$ cat src/rtl/mlfd_pkg.sv
// mlfd_pkg: shared types and constants of the marker/length frame deframer
// used by every module of the block; depends on nothing
`default_nettype none

package mlfd_pkg;

   localparam int unsigned BYTE_W    = 8;
   localparam int unsigned KIND_W    = 2;
   localparam int unsigned CSR_IDX_W = 8;

   // register indexes on the configuration channel
   localparam logic [CSR_IDX_W-1:0] CSR_START_MARKER = 8'd0;
   localparam logic [CSR_IDX_W-1:0] CSR_END_MARKER   = 8'd1;

   // result kinds
   localparam logic [KIND_W-1:0] KIND_TYPE    = 2'd0;
   localparam logic [KIND_W-1:0] KIND_PAYLOAD = 2'd1;
   localparam logic [KIND_W-1:0] KIND_GOOD    = 2'd2;
   localparam logic [KIND_W-1:0] KIND_BAD     = 2'd3;

   typedef enum logic [3:0] {
      PH_HUNT = 4'b0001,
      PH_LEN  = 4'b0010,
      PH_BODY = 4'b0100,
      PH_END  = 4'b1000
   } phase_type;

   typedef struct packed {
      logic              valid;
      logic [KIND_W-1:0] kind;
      logic [BYTE_W-1:0] data;
   } result_type;

endpackage

`default_nettype wire

$ cat src/rtl/marker_length_frame_deframer.sv
// marker_length_frame_deframer: top level, input register, marker registers
// depends on mlfd_pkg, mlfd_parser, mlfd_out_reg
//
//  channel  direction  handshake               payload
//  req_     in         req_tvalid/req_tready   tdata rx_byte, tuser flush
//  rsp_     out        rsp_tvalid/rsp_tready   tdata data, tuser kind
//  csr_     in         csr_valid/csr_ready     csr_index, csr_data
//
// one byte per cycle while the result register is free: a byte waits in
// the input register, is parsed, and a result that it gives lands in the
// result register, from which it goes out on the rsp_ channel.
// reset clears the frame state and both markers.
// a stalled result register stalls the input register, and through it
// req_tready; a byte that gives no result still waits for a free slot.
`default_nettype none

module marker_length_frame_deframer
   import mlfd_pkg::*;
(
   input  wire logic                 clock,
   input  wire logic                 reset,
   input  wire logic                 req_tvalid,
   output logic                      req_tready,
   input  wire logic [BYTE_W-1:0]    req_tdata,   // [7:0] rx_byte
   input  wire logic                 req_tuser,   // [0] flush
   output logic                      rsp_tvalid,
   input  wire logic                 rsp_tready,
   output logic [BYTE_W-1:0]         rsp_tdata,   // [7:0] data
   output logic [KIND_W-1:0]         rsp_tuser,   // [1:0] kind
   input  wire logic                 csr_valid,
   output logic                      csr_ready,
   input  wire logic [CSR_IDX_W-1:0] csr_index,
   input  wire logic [BYTE_W-1:0]    csr_data
);

   logic              in_valid_ff, in_valid_in;
   logic [BYTE_W-1:0] in_byte_ff;
   logic              in_flush_ff;
   logic [BYTE_W-1:0] start_marker_ff, end_marker_ff;
   logic              slot_free, advance;
   result_type        result;

   assign advance     = in_valid_ff && slot_free;
   assign req_tready  = !in_valid_ff || slot_free;
   assign in_valid_in = (req_tvalid && req_tready) || (in_valid_ff && !advance);
   assign csr_ready   = 1'b1;

   always_ff @(posedge clock) begin
      if (reset) in_valid_ff <= 1'b0;
      else       in_valid_ff <= in_valid_in;
   end

   always_ff @(posedge clock) begin
      if (req_tvalid && req_tready) begin
         in_byte_ff  <= req_tdata;
         in_flush_ff <= req_tuser;
      end
   end

   always_ff @(posedge clock) begin
      if (reset) begin
         start_marker_ff <= '0;
         end_marker_ff   <= '0;
      end else if (csr_valid && csr_ready) begin
         case (csr_index)
            CSR_START_MARKER: start_marker_ff <= csr_data;
            CSR_END_MARKER:   end_marker_ff   <= csr_data;
            default:          ;
         endcase
      end
   end

   mlfd_parser u_parser (
      .clock        (clock),
      .reset        (reset),
      .fire         (advance),
      .rx_byte      (in_byte_ff),
      .flush        (in_flush_ff),
      .start_marker (start_marker_ff),
      .end_marker   (end_marker_ff),
      .result       (result)
   );

   mlfd_out_reg u_out_reg (
      .clock      (clock),
      .reset      (reset),
      .advance    (advance),
      .result     (result),
      .slot_free  (slot_free),
      .rsp_tvalid (rsp_tvalid),
      .rsp_tready (rsp_tready),
      .rsp_tdata  (rsp_tdata),
      .rsp_tuser  (rsp_tuser)
   );

endmodule

`default_nettype wire

$ cat src/rtl/mlfd_parser.sv
// mlfd_parser: frame state machine and byte counter, one byte per cycle while fire is high
// depends on mlfd_pkg
`default_nettype none

module mlfd_parser
   import mlfd_pkg::*;
(
   input  wire logic              clock,
   input  wire logic              reset,
   input  wire logic              fire,
   input  wire logic [BYTE_W-1:0] rx_byte,
   input  wire logic              flush,
   input  wire logic [BYTE_W-1:0] start_marker,
   input  wire logic [BYTE_W-1:0] end_marker,
   output result_type             result
);

   phase_type         phase_ff, phase_in;
   logic [BYTE_W-1:0] bytes_left_ff, bytes_left_in;
   logic              saw_type_ff, saw_type_in;
   logic [BYTE_W-1:0] left_dec;

   always_comb begin
      phase_in      = phase_ff;
      bytes_left_in = bytes_left_ff;
      saw_type_in   = saw_type_ff;
      result        = '0;
      left_dec      = (bytes_left_ff != '0) ? bytes_left_ff - 1'b1 : bytes_left_ff;
      if (flush) begin
         phase_in      = PH_HUNT;
         bytes_left_in = '0;
         saw_type_in   = 1'b0;
         // a frame whose type byte already went out must be discarded
         if (saw_type_ff && (phase_ff == PH_BODY || phase_ff == PH_END)) begin
            result.valid = 1'b1;
            result.kind  = KIND_BAD;
         end
      end else begin
         case (phase_ff)
            PH_HUNT: begin
               if (rx_byte == start_marker) phase_in = PH_LEN;
            end
            PH_LEN: begin
               bytes_left_in = rx_byte;
               saw_type_in   = 1'b0;
               phase_in      = (rx_byte == '0) ? PH_END : PH_BODY;
            end
            PH_BODY: begin
               result.valid  = 1'b1;
               result.kind   = saw_type_ff ? KIND_PAYLOAD : KIND_TYPE;
               result.data   = rx_byte;
               saw_type_in   = 1'b1;
               bytes_left_in = left_dec;
               if (left_dec == '0) phase_in = PH_END;
            end
            PH_END: begin
               result.valid  = 1'b1;
               result.kind   = (saw_type_ff && rx_byte == end_marker) ? KIND_GOOD : KIND_BAD;
               phase_in      = PH_HUNT;
               bytes_left_in = '0;
               saw_type_in   = 1'b0;
            end
            default: begin
               phase_in      = PH_HUNT;
               bytes_left_in = '0;
               saw_type_in   = 1'b0;
            end
         endcase
      end
      if (!fire) result.valid = 1'b0;
   end

   always_ff @(posedge clock) begin
      if (reset) begin
         phase_ff      <= PH_HUNT;
         bytes_left_ff <= '0;
         saw_type_ff   <= 1'b0;
      end else if (fire) begin
         phase_ff      <= phase_in;
         bytes_left_ff <= bytes_left_in;
         saw_type_ff   <= saw_type_in;
      end
   end

   a_flush_clears: assert property (@(posedge clock) disable iff (reset)
      fire && flush |=> phase_ff == PH_HUNT && bytes_left_ff == '0 && !saw_type_ff)
      else $error("flush did not return the parser to hunting");

   a_good_needs_type: assert property (@(posedge clock) disable iff (reset)
      result.valid && result.kind == KIND_GOOD |-> phase_ff == PH_END && saw_type_ff)
      else $error("good end without a type byte");

   a_length_loads: assert property (@(posedge clock) disable iff (reset)
      fire && !flush && phase_ff == PH_LEN && rx_byte != '0
      |=> phase_ff == PH_BODY && bytes_left_ff == $past(rx_byte))
      else $error("length byte not taken into the counter");

   a_body_count: assert property (@(posedge clock) disable iff (reset)
      phase_ff == PH_BODY |-> bytes_left_ff != '0)
      else $error("inside a frame body with no bytes left");

endmodule

`default_nettype wire

$ cat src/rtl/mlfd_out_reg.sv
// mlfd_out_reg: result register on the outgoing stream, holds while stalled
// depends on mlfd_pkg
`default_nettype none

module mlfd_out_reg
   import mlfd_pkg::*;
(
   input  wire logic               clock,
   input  wire logic               reset,
   input  wire logic               advance,
   input  wire result_type         result,
   output logic                    slot_free,
   output logic                    rsp_tvalid,
   input  wire logic               rsp_tready,
   output logic [BYTE_W-1:0]       rsp_tdata,
   output logic [KIND_W-1:0]       rsp_tuser
);

   logic              valid_ff, valid_in;
   logic [KIND_W-1:0] kind_ff;
   logic [BYTE_W-1:0] data_ff;

   assign slot_free = !valid_ff || rsp_tready;

   always_comb begin
      valid_in = valid_ff;
      if (slot_free) valid_in = advance && result.valid;
   end

   always_ff @(posedge clock) begin
      if (reset) valid_ff <= 1'b0;
      else       valid_ff <= valid_in;
   end

   always_ff @(posedge clock) begin
      if (slot_free && advance && result.valid) begin
         kind_ff <= result.kind;
         data_ff <= result.data;
      end
   end

   assign rsp_tvalid = valid_ff;
   assign rsp_tdata  = data_ff;
   assign rsp_tuser  = kind_ff;

endmodule

`default_nettype wire

$ cat config.mk
export PLATFORM = sky130hd
export DESIGN_NAME = marker_length_frame_deframer
export DESIGN_NICKNAME = d
export VERILOG_FILES = /design/src/rtl/mlfd_pkg.sv /design/src/rtl/marker_length_frame_deframer.sv /design/src/rtl/mlfd_parser.sv /design/src/rtl/mlfd_out_reg.sv
export SDC_FILE = /design/constraint.sdc
export NUM_CORES = 1
export LEC_CHECK = 0
export BUFFER_PORTS_ARGS = -buffer_cell sky130_fd_sc_hd__buf_2
export CORE_MARGIN = 3
export CORE_UTILIZATION = 58
export CTS_BUF_LIST = sky130_fd_sc_hd__clkbuf_4 sky130_fd_sc_hd__clkbuf_8
export DETAILED_ROUTE_END_ITERATION = 12
export GPL_TIMING_DRIVEN = 0
export PLACE_DENSITY = 0.86
export SYNTH_ARGS = -nofsm -noshare
export SYNTH_HDL_FRONTEND = slang
export SYNTH_SLANG_ARGS = --single-unit
$ cat constraint.sdc
create_clock -name clock -period 2.9 [get_ports clock]
set_clock_uncertainty 0.2 [all_clocks]
set_input_delay 0.29 -clock clock [delete_from_list [all_inputs] [get_ports clock]]
set_output_delay 0.29 -clock clock [all_outputs]
set_load 0.005 [all_outputs]
==> reports/qor.yml, run 1 <==
power_and_ir_drop:
  seq_power_share_pct: 58.5
  irDropWorstVdd_uv: 312.8
  p_switching_mw: 0.3195
  power_frac_clock_pct: 33.6
  p_leak_nw: 1.209
  power.density_nw_per_um2: 438.6
  p_int_mw: 0.9855
  combPwrFrac_pct: 7.9
  netSwitchingFraction_pct: 24.48
clock_tree:
  clkLatencyLatePin_ps: 310
  clock_sinks: 50
  cts-root-buf: "clkbuf_8"
  clockBufferDepth: 2
  cts_buffers: 5
  post_cts_buffers: 0
  tritoncts: "built"
  htree_levels: 2
  path_clk_slew_ps: 100
synthesis:
  ys.flop_type: "dfxtp_1"
  synth_largest_area_cell: "dfxtp_1"
  synth_area_um2: 2515
  synth_edf_count: 19
  syn_avg_cell_area_um2: 9.786
  yosys_register_bits: 50
  yosysSeqAreaShare_pct: 47.36
  netlist_top_cells_area: "dfxtp_1 25%, edfxtp_1 23%, mux2i_1 6.8%, nor2_1 4.8%, xnor2_1 4.2%"
  async_reset_ff_share_pct: 0
  synth_top_cell_area_share_pct: 24.68
  ys_warn_count: 0
  netlist_instances: 257
  syn_nets: 289
  yosysUniqueCellTypes: 49
global_route:
  grt_pass1_wl_um: 9487
  grt_pass1_vias: 2059
  antenna_found_initial: 0
  grtUsageTotal_pct: 23.83
  gr-total-overflow: 0
  grt_max_degree: 17
worst_setup_path:
  cp.buffers_inverters: 2
  cp_slowest_cell: "or4_4"
  cp.depth: 8
  reg2reg_to: "u_parser.phase_ff[3]"
  crit_start: "u_parser.bytes_left_ff[0]"
  cp_data_arrival_time_ps: 2730
  max_stage_delay_ps: 550
  crit_type: "reg -> reg"
  cp-endpoint: "u_parser.phase_ff[3]"
  reg2regPathDepth: 8
  regToRegSetupSlack_ps: 190
  cp-end-kind: "flip-flop"
  crit_required_ps: 2920
  cp_max_fo: 8
  cp-start-kind: "flip-flop"
  path_cells: "clkbuf_1 > inv_1 > ha_1 > or3b_4 > or2_2 > a31oi_1 > or4_4 > a2111oi_4"
  timing.rr.start: "u_parser.bytes_left_ff[0]"
  crit_family: "simple AND/OR/NAND/NOR gates"
floorplan:
  pin_count: 43
  core.rowCount: 23
  die_w_um: 71.85
  start_util_pct: 61.54
  die_area_um2: 5162
  core_um2: 4086
  die_h_um: 71.85
routing:
  first_iter_violations: 231
  wl_per_cell_um: 16.09
  ant_nets: 0
  routed_wl_um: 5856
  dr.pass1.iters: 5
  post-route-drc-count: 0
  vias: 2116
  vias_per_cell: 5.813
place:
  hpwl_um: 4076
  io_buffers: 41
  gp_congestion: 0.9370
timing:
  worstMarginPinSlew_ps: 969.5
  fin_tns_setup_ps: 0
  final_max_slew_viol_count: 0
  min_period_ps: 2711
  hold_viol_final: 0
  setup_violations: 0
  rsz0062_at_grt: "false"
  period_share_pct: 93.49
  fmax_mhz: 368.9
  relSlewSlack_pct: 35.37
final_layout:
  utilization_pct: 72.81
  fin_nets: 345
  layout-area-overhead-vs-synth_pct: 18.31
  num_antenna_cells: 0
  drive_above_1_share_pct: 20.06
outcome:
  status: "finished, final reports clean"
min_path:
  hold_class: "in -> reg"
run:
  cap_violations: 0
-- timing repair --
item,4_1_cts,5_1_grt
setup endpoints to repair,0,1
endpoints found under the hold margin,9,0
hold buffers,9,0
gates resized for setup,0,2
-- metal layers --
metal / GRT usage (%) / routed length, um / up-vias
li1: - / - / 1025
met1: 29.14 / 2346 / 984
met2: 39.90 / 2879 / 87
met3: 5.750 / 447 / 20
met4: 10.44 / 182 / 0
met5: 0 / 0 / -
-- power groups by stage --
stage	Clock (mW)	Sequential [mW]	Combinational, mW
final	0.438	0.763	0.103
after global placement	0	0.778	0.0892
after detailed placement	0	0.778	0.0914
after CTS	0.443	0.762	0.101
after global routing	0.465	0.764	0.114
after floorplan	0	0.769	0.0559
-- layout make-up --
class / instances / area, um^2
clock buffers: 6 / 82.58
flip-flops and latches: 50 / 1191
well taps: 50 / 62.56
inverters: 6 / 22.52
fillers: 300 / 1111
plain buffers: 11 / 46.29
clock inverters: 2 / 16.27
multi-input cells: 189 / 1259
repair buffers: 50 / 295.3
-- state kept, by name (all words and copies together), names as in the netlist --
signal and cells:
in_byte_ff 8, u_parser.phase_ff 4, u_parser.saw_type_ff 1, u_out_reg.rsp_tvalid 1, in_valid_ff 1, start_marker_ff 8, u_out_reg.rsp_tdata 8, u_parser.bytes_left_ff 8
end_marker_ff 8, in_flush_ff 1, u_out_reg.rsp_tuser 2
-- metrics by stage --
step	hold slack [ps]	cells	power, mW	instance area [um^2]	setup slack [ps]
after floorplan	188.9	257	0.8248	2515	288.9
after global placement	266.8	348	0.8673	2783	143.7
after detailed placement	268.1	348	0.8698	2783	95.16
after CTS	26.36	365	1.306	2972	19.14
after global routing	42.19	364	1.343	2975	114.2
final	28.90	364	1.305	2975	188.9
-- kinds of logic after synthesis --
logic type	synth area share, %
flops	47.36
xor+xnor	7.314
compound gates	12.94
buf+inv	2.885
mux	6.766
simple gates	21.59
fa+ha+maj	0.9949
other cells	0.1491
-- cell usage in the layout (no fill, tap or decap), types with 2 or more instances in the layout --
| cell type | n |
|---|---|
| nor3_1 | 5 |
| nand4_1 | 2 |
| xor2_1 | 9 |
| nand3b_1 | 4 |
| dlygate4sd3_1 | 9 |
| clkbuf_1 | 8 |
| a21oi_1 | 13 |
| a31oi_1 | 3 |
| mux2i_1 | 17 |
| o21ai_0 | 10 |
| and2_1 | 14 |
| nor3b_1 | 2 |
| nor2b_1 | 2 |
| nor3_2 | 2 |
| a22oi_1 | 6 |
| nand3_1 | 5 |
| nor4_1 | 6 |
| inv_1 | 6 |
| clkbuf_8 | 6 |
| o211ai_1 | 3 |
| nand2_1 | 14 |
| nor4b_1 | 2 |
| dfxtp_1 | 31 |
| xnor2_1 | 12 |
| a211o_1 | 2 |
| nand2b_1 | 2 |
| nor2_1 | 32 |
| or4_1 | 2 |
| buf_2 | 42 |
| edfxtp_1 | 19 |
| ha_1 | 2 |
-- worst min path at each step --
stage	startpoint	to	slack (ps)	cells after the start
after floorplan	req_tdata[0]	in_byte_ff[0]	190	0
after global placement	req_tdata[6]	in_byte_ff[6]	270	1
after detailed placement	req_tdata[6]	in_byte_ff[6]	270	1
after CTS	csr_data[4]	end_marker_ff[4]	30	3
after global routing	req_tvalid	in_valid_ff	40	3
final	req_tvalid	in_valid_ff	30	3
-- cell usage after synthesis, drive strengths merged, types with 2 or more instances --
master and count:
o211ai 3, nand3b 4, xor2 9, nor2b 2, a31oi 3, o21ai 11, a2111oi 2, nor3b 2
a211o 2, a21oi 13, nand2 14, clkbuf 9, inv 6, dfxtp 31, and2 14, mux2i 17
ha 2, buf 3, or4 3, nand2b 2, nand4 2, xnor2 12, nor4 6, nor3 7
nor2 32, a22oi 6, nor4b 3, edfxtp 19, nand3 5
-- worst register-to-register path, stage by stage, from the launching register on --
cell and delay [ps]:
dfxtp_1 320, clkbuf_1 270, inv_1 150, ha_1 230, or3b_4 280, or2_2 150
a31oi_1 120, or4_4 550, a2111oi_4 350
Note: power is estimated with default switching activity, not from simulation.
==> inputs of run 2 (changes only) <==
--- a/config.mk
+++ b/config.mk
@@ -7,11 +7,12 @@
 export LEC_CHECK = 0
 export BUFFER_PORTS_ARGS = -buffer_cell sky130_fd_sc_hd__buf_2
 export CORE_MARGIN = 3
-export CORE_UTILIZATION = 58
+export CORE_UTILIZATION = 59
 export CTS_BUF_LIST = sky130_fd_sc_hd__clkbuf_4 sky130_fd_sc_hd__clkbuf_8
 export DETAILED_ROUTE_END_ITERATION = 12
 export GPL_TIMING_DRIVEN = 0
-export PLACE_DENSITY = 0.86
+export PLACE_DENSITY = 0.87
 export SYNTH_ARGS = -nofsm -noshare
 export SYNTH_HDL_FRONTEND = slang
+export SYNTH_HIERARCHICAL = 1
 export SYNTH_SLANG_ARGS = --single-unit
==> reports/qor.yml, run 2 <==
routing:
  routed_wl_um: 6390  # +9.1%
  post-route-drc-count: 0  # unchanged
  vias: 2238  # +5.8%
  vias_per_cell: 5.889  # +1.3%
  dr.pass1.iters: 5  # unchanged
  wl_per_cell_um: 16.82  # +4.5%
  first_iter_violations: 285  # +23%
  ant_nets: 0  # unchanged
final_layout:
  fin_nets: 359  # +4.1%
  layout-area-overhead-vs-synth_pct: 17.38
  drive_above_1_share_pct: 23.48  # +3.4 points
  final_cell_mix: "44 x buf_2, 31 x dfxtp_1, 29 x nand2b_1"
  num_antenna_cells: 0  # unchanged
  final_common_cell: "buf_2"
  fin_cells: 380  # +4.4%
timing:
  relSlewSlack_pct: 35.29  # -0.076 points
  worstMarginPinSlew_ps: 968.1  # -1.393 ps
  rsz0062_at_grt: "false"
  fin_tns_setup_ps: 0  # unchanged
  hold_viol_final: 0  # unchanged
  min_period_ps: 2495  # -215.9 ps
  period_share_pct: 86.04  # -7.4 points
  fmax_mhz: 400.8  # +8.7%
  final.setup.worst_slack_ps: 404.8  # +215.9 ps
  final_max_slew_viol_count: 0  # unchanged
  setup_violations: 0  # unchanged
clock_tree:
  htree_levels: 2  # unchanged
  path_clk_slew_ps: 90  # about the same
  clkLatencyLatePin_ps: 310  # about the same
  cts-root-buf: "clkbuf_8"
  clockBufferDepth: 2  # unchanged
  post_cts_buffers: 0  # unchanged
  clock_sinks: 50  # unchanged
  tritoncts: "built"
  cts_buffers: 5  # unchanged
global_route:
  gr-total-overflow: 0  # unchanged
  grt_max_degree: 18  # +1
  grt_pass1_vias: 2169  # +5.3%
  grtUsageTotal_pct: 25.19  # +1.4 points
  antenna_found_initial: 0  # unchanged
  grt_pass1_wl_um: 10410  # +9.8%
synthesis:
  synth_common_cells: "31 x dfxtp_1, 29 x nand2b_1, 19 x edfxtp_1, 18 x nor2_1, 18 x xnor2_1"
  synth_largest_area_cell: "dfxtp_1"
  yosys_register_bits: 50  # unchanged
  yosysMostFrequentCell: "dfxtp_1"
  synth_top_cell_area_share_pct: 22.57  # -2.1 points
  yosysUniqueCellTypes: 56  # +14%
  ys.flop_type: "dfxtp_1"
  ys_warn_count: 6  # +6
  yosysSeqAreaShare_pct: 43.31  # -4.1 points
  syn_nets: 302  # +4.5%
  synth_area_um2: 2750  # +9.4%
  syn_avg_cell_area_um2: 10.19  # +4.1%
  netlist_top_cells_area: "dfxtp_1 23%, edfxtp_1 21%, nand2b_1 6.6%, mux2i_1 6.2%, xnor2_1 5.7%"
  synth_edf_count: 19  # unchanged
  async_reset_ff_share_pct: 0  # unchanged
  netlist_instances: 270  # +5.1%
floorplan:
  start_util_pct: 62.30  # +0.76 points
  core_um2: 4414  # +8.0%
  die_area_um2: 5517  # +6.9%
  pin_count: 43  # unchanged
  die_w_um: 74.28  # +3.4%
  die_h_um: 74.28  # +3.4%
  core.rowCount: 24  # +4.3%
power_and_ir_drop:
  power.density_nw_per_um2: 428.1  # -2.4%
  p_leak_nw: 1.275  # +5.4%
  irDropWorstVdd_uv: 296.4  # -5.3%
  total_power_mw: 1.382  # +5.9%
worst_setup_path:
  cp_slowest_cell: "or4b_1"
  cp_data_arrival_time_ps: 2510  # -220 ps
  cp.depth: 8  # unchanged
  cp-start-kind: "flip-flop"
  crit_required_ps: 2910  # about the same
  cp-end-kind: "flip-flop"
  cp.buffers_inverters: 1  # -1
  crit_family: "compound AO/OA/AOI/OAI gates"
  crit_type: "reg -> reg"
  reg2regPathDepth: 8  # unchanged
  cp_max_fo: 7  # -1
  max_stage_delay_ps: 470  # -80 ps
  path_cells: "inv_1 > ha_1 > nand2b_1 > or4b_1 > a31oi_1 > o21ba_2 > nand2_2 > o41ai_2"
place:
  hpwl_um: 4403  # +8.0%
  dp_cells: 363  # +4.3%
  post-place-ws_ps: 460.9  # +365.7 ps
  gp_congestion: 0.9821  # +4.8%
  io_buffers: 41  # unchanged
min_path:
  hold_depth: 3  # unchanged
  hold_class: "in -> reg"
outcome:
  status: "finished, final reports clean"
run:
  cap_violations: 0  # unchanged
==> run 2: cell types whose count changed after synthesis, moves of 3 or more <==
cell      delta
buf_6        +3
nor2_1      -14
a21oi_1     -11
nand3b_1     -4
nand2b_1    +27
o211ai_1     -3
and3_1       +9
and2_1      -12
xor2_1       -4
xnor2_1      +6
==> run 2: logic make-up after synthesis <==
| family | synth area share (%) |
|---|---|
| xor gates and xnor gates | 7.325 |
| and+or+nand+nor | 25.02 |
| DFF | 43.31 |
| AOI/OAI and AO/OA | 11.97 |
| adders and majority gates | 0.9098 |
| other | 0.1364 |
| buffers and inverters | 4.731 |
| muxes | 6.597 |
==> run 2: report_power, final <==
group	leakage [nW]	internal, mW	switching, mW	total, mW
sequential	0.416	0.739	0.0241	0.764
combinational	0.802	0.0536	0.0536	0.107
clock	0.0563	0.263	0.248	0.511
==> run 2: what timing repair did <==
item,in CTS,in global routing
endpoints found under the hold margin,9,0
hold buffers,9,0
resized for setup,0,0
endpoints found under the setup margin,0,0
==> run 2: metrics by stage <==
stage | utilization [%] | area, um^2 | hold WS [ps]
after floorplan | - | 2750 | 152.4
after detailed placement | 68.42 | 3020 | 268.1
final | 73.13 | 3228 | 33.38
after global routing | 73.13 | 3228 | 50.32
after CTS | 73.13 | 3228 | 9.266
after global placement | 68.42 | 3020 | 266.9
==> run 2: layout make-up <==
class	count	area, um^2
Multi-Input combinational cell	197	1429
Clock inverter	3	48.80
Clock buffer	5	68.82
Tap cell	52	65.06
Fill cell	313	1186
Buffer	17	107.6
Timing Repair Buffer	50	295.3
Inverter	6	22.52
Sequential cell	50	1191
==> run 2: worst paths after layout <==
path,endpoint,slack (ps),from
max,u_parser/phase_ff[3],400,u_parser/bytes_left_ff[0]
min,in_valid_ff,30,req_tvalid
max reg2reg,u_parser/phase_ff[3],400,u_parser/bytes_left_ff[0]
min reg2reg,end_marker_ff[3],300,end_marker_ff[3]
==> run 2: routing by layer <==
| metal | wire, um | up-vias | GRT usage [%] |
|---|---|---|---|
| met1 | 2658 | 1017 | 32.15 |
| met4 | 167 | 0 | 8.893 |
| met3 | 464 | 25 | 4.459 |
| li1 | - | 1079 | - |
| met5 | 0 | - | 0 |
| met2 | 3100 | 117 | 43.01 |
==> run 2: worst register-to-register path, cell delays in order (launching register included) <==
cell and delay [ps]:
dfxtp_1 400, inv_1 160, ha_1 260, nand2b_1 90, or4b_1 470, a31oi_1 220
o21ba_2 210, nand2_2 80, o41ai_2 300
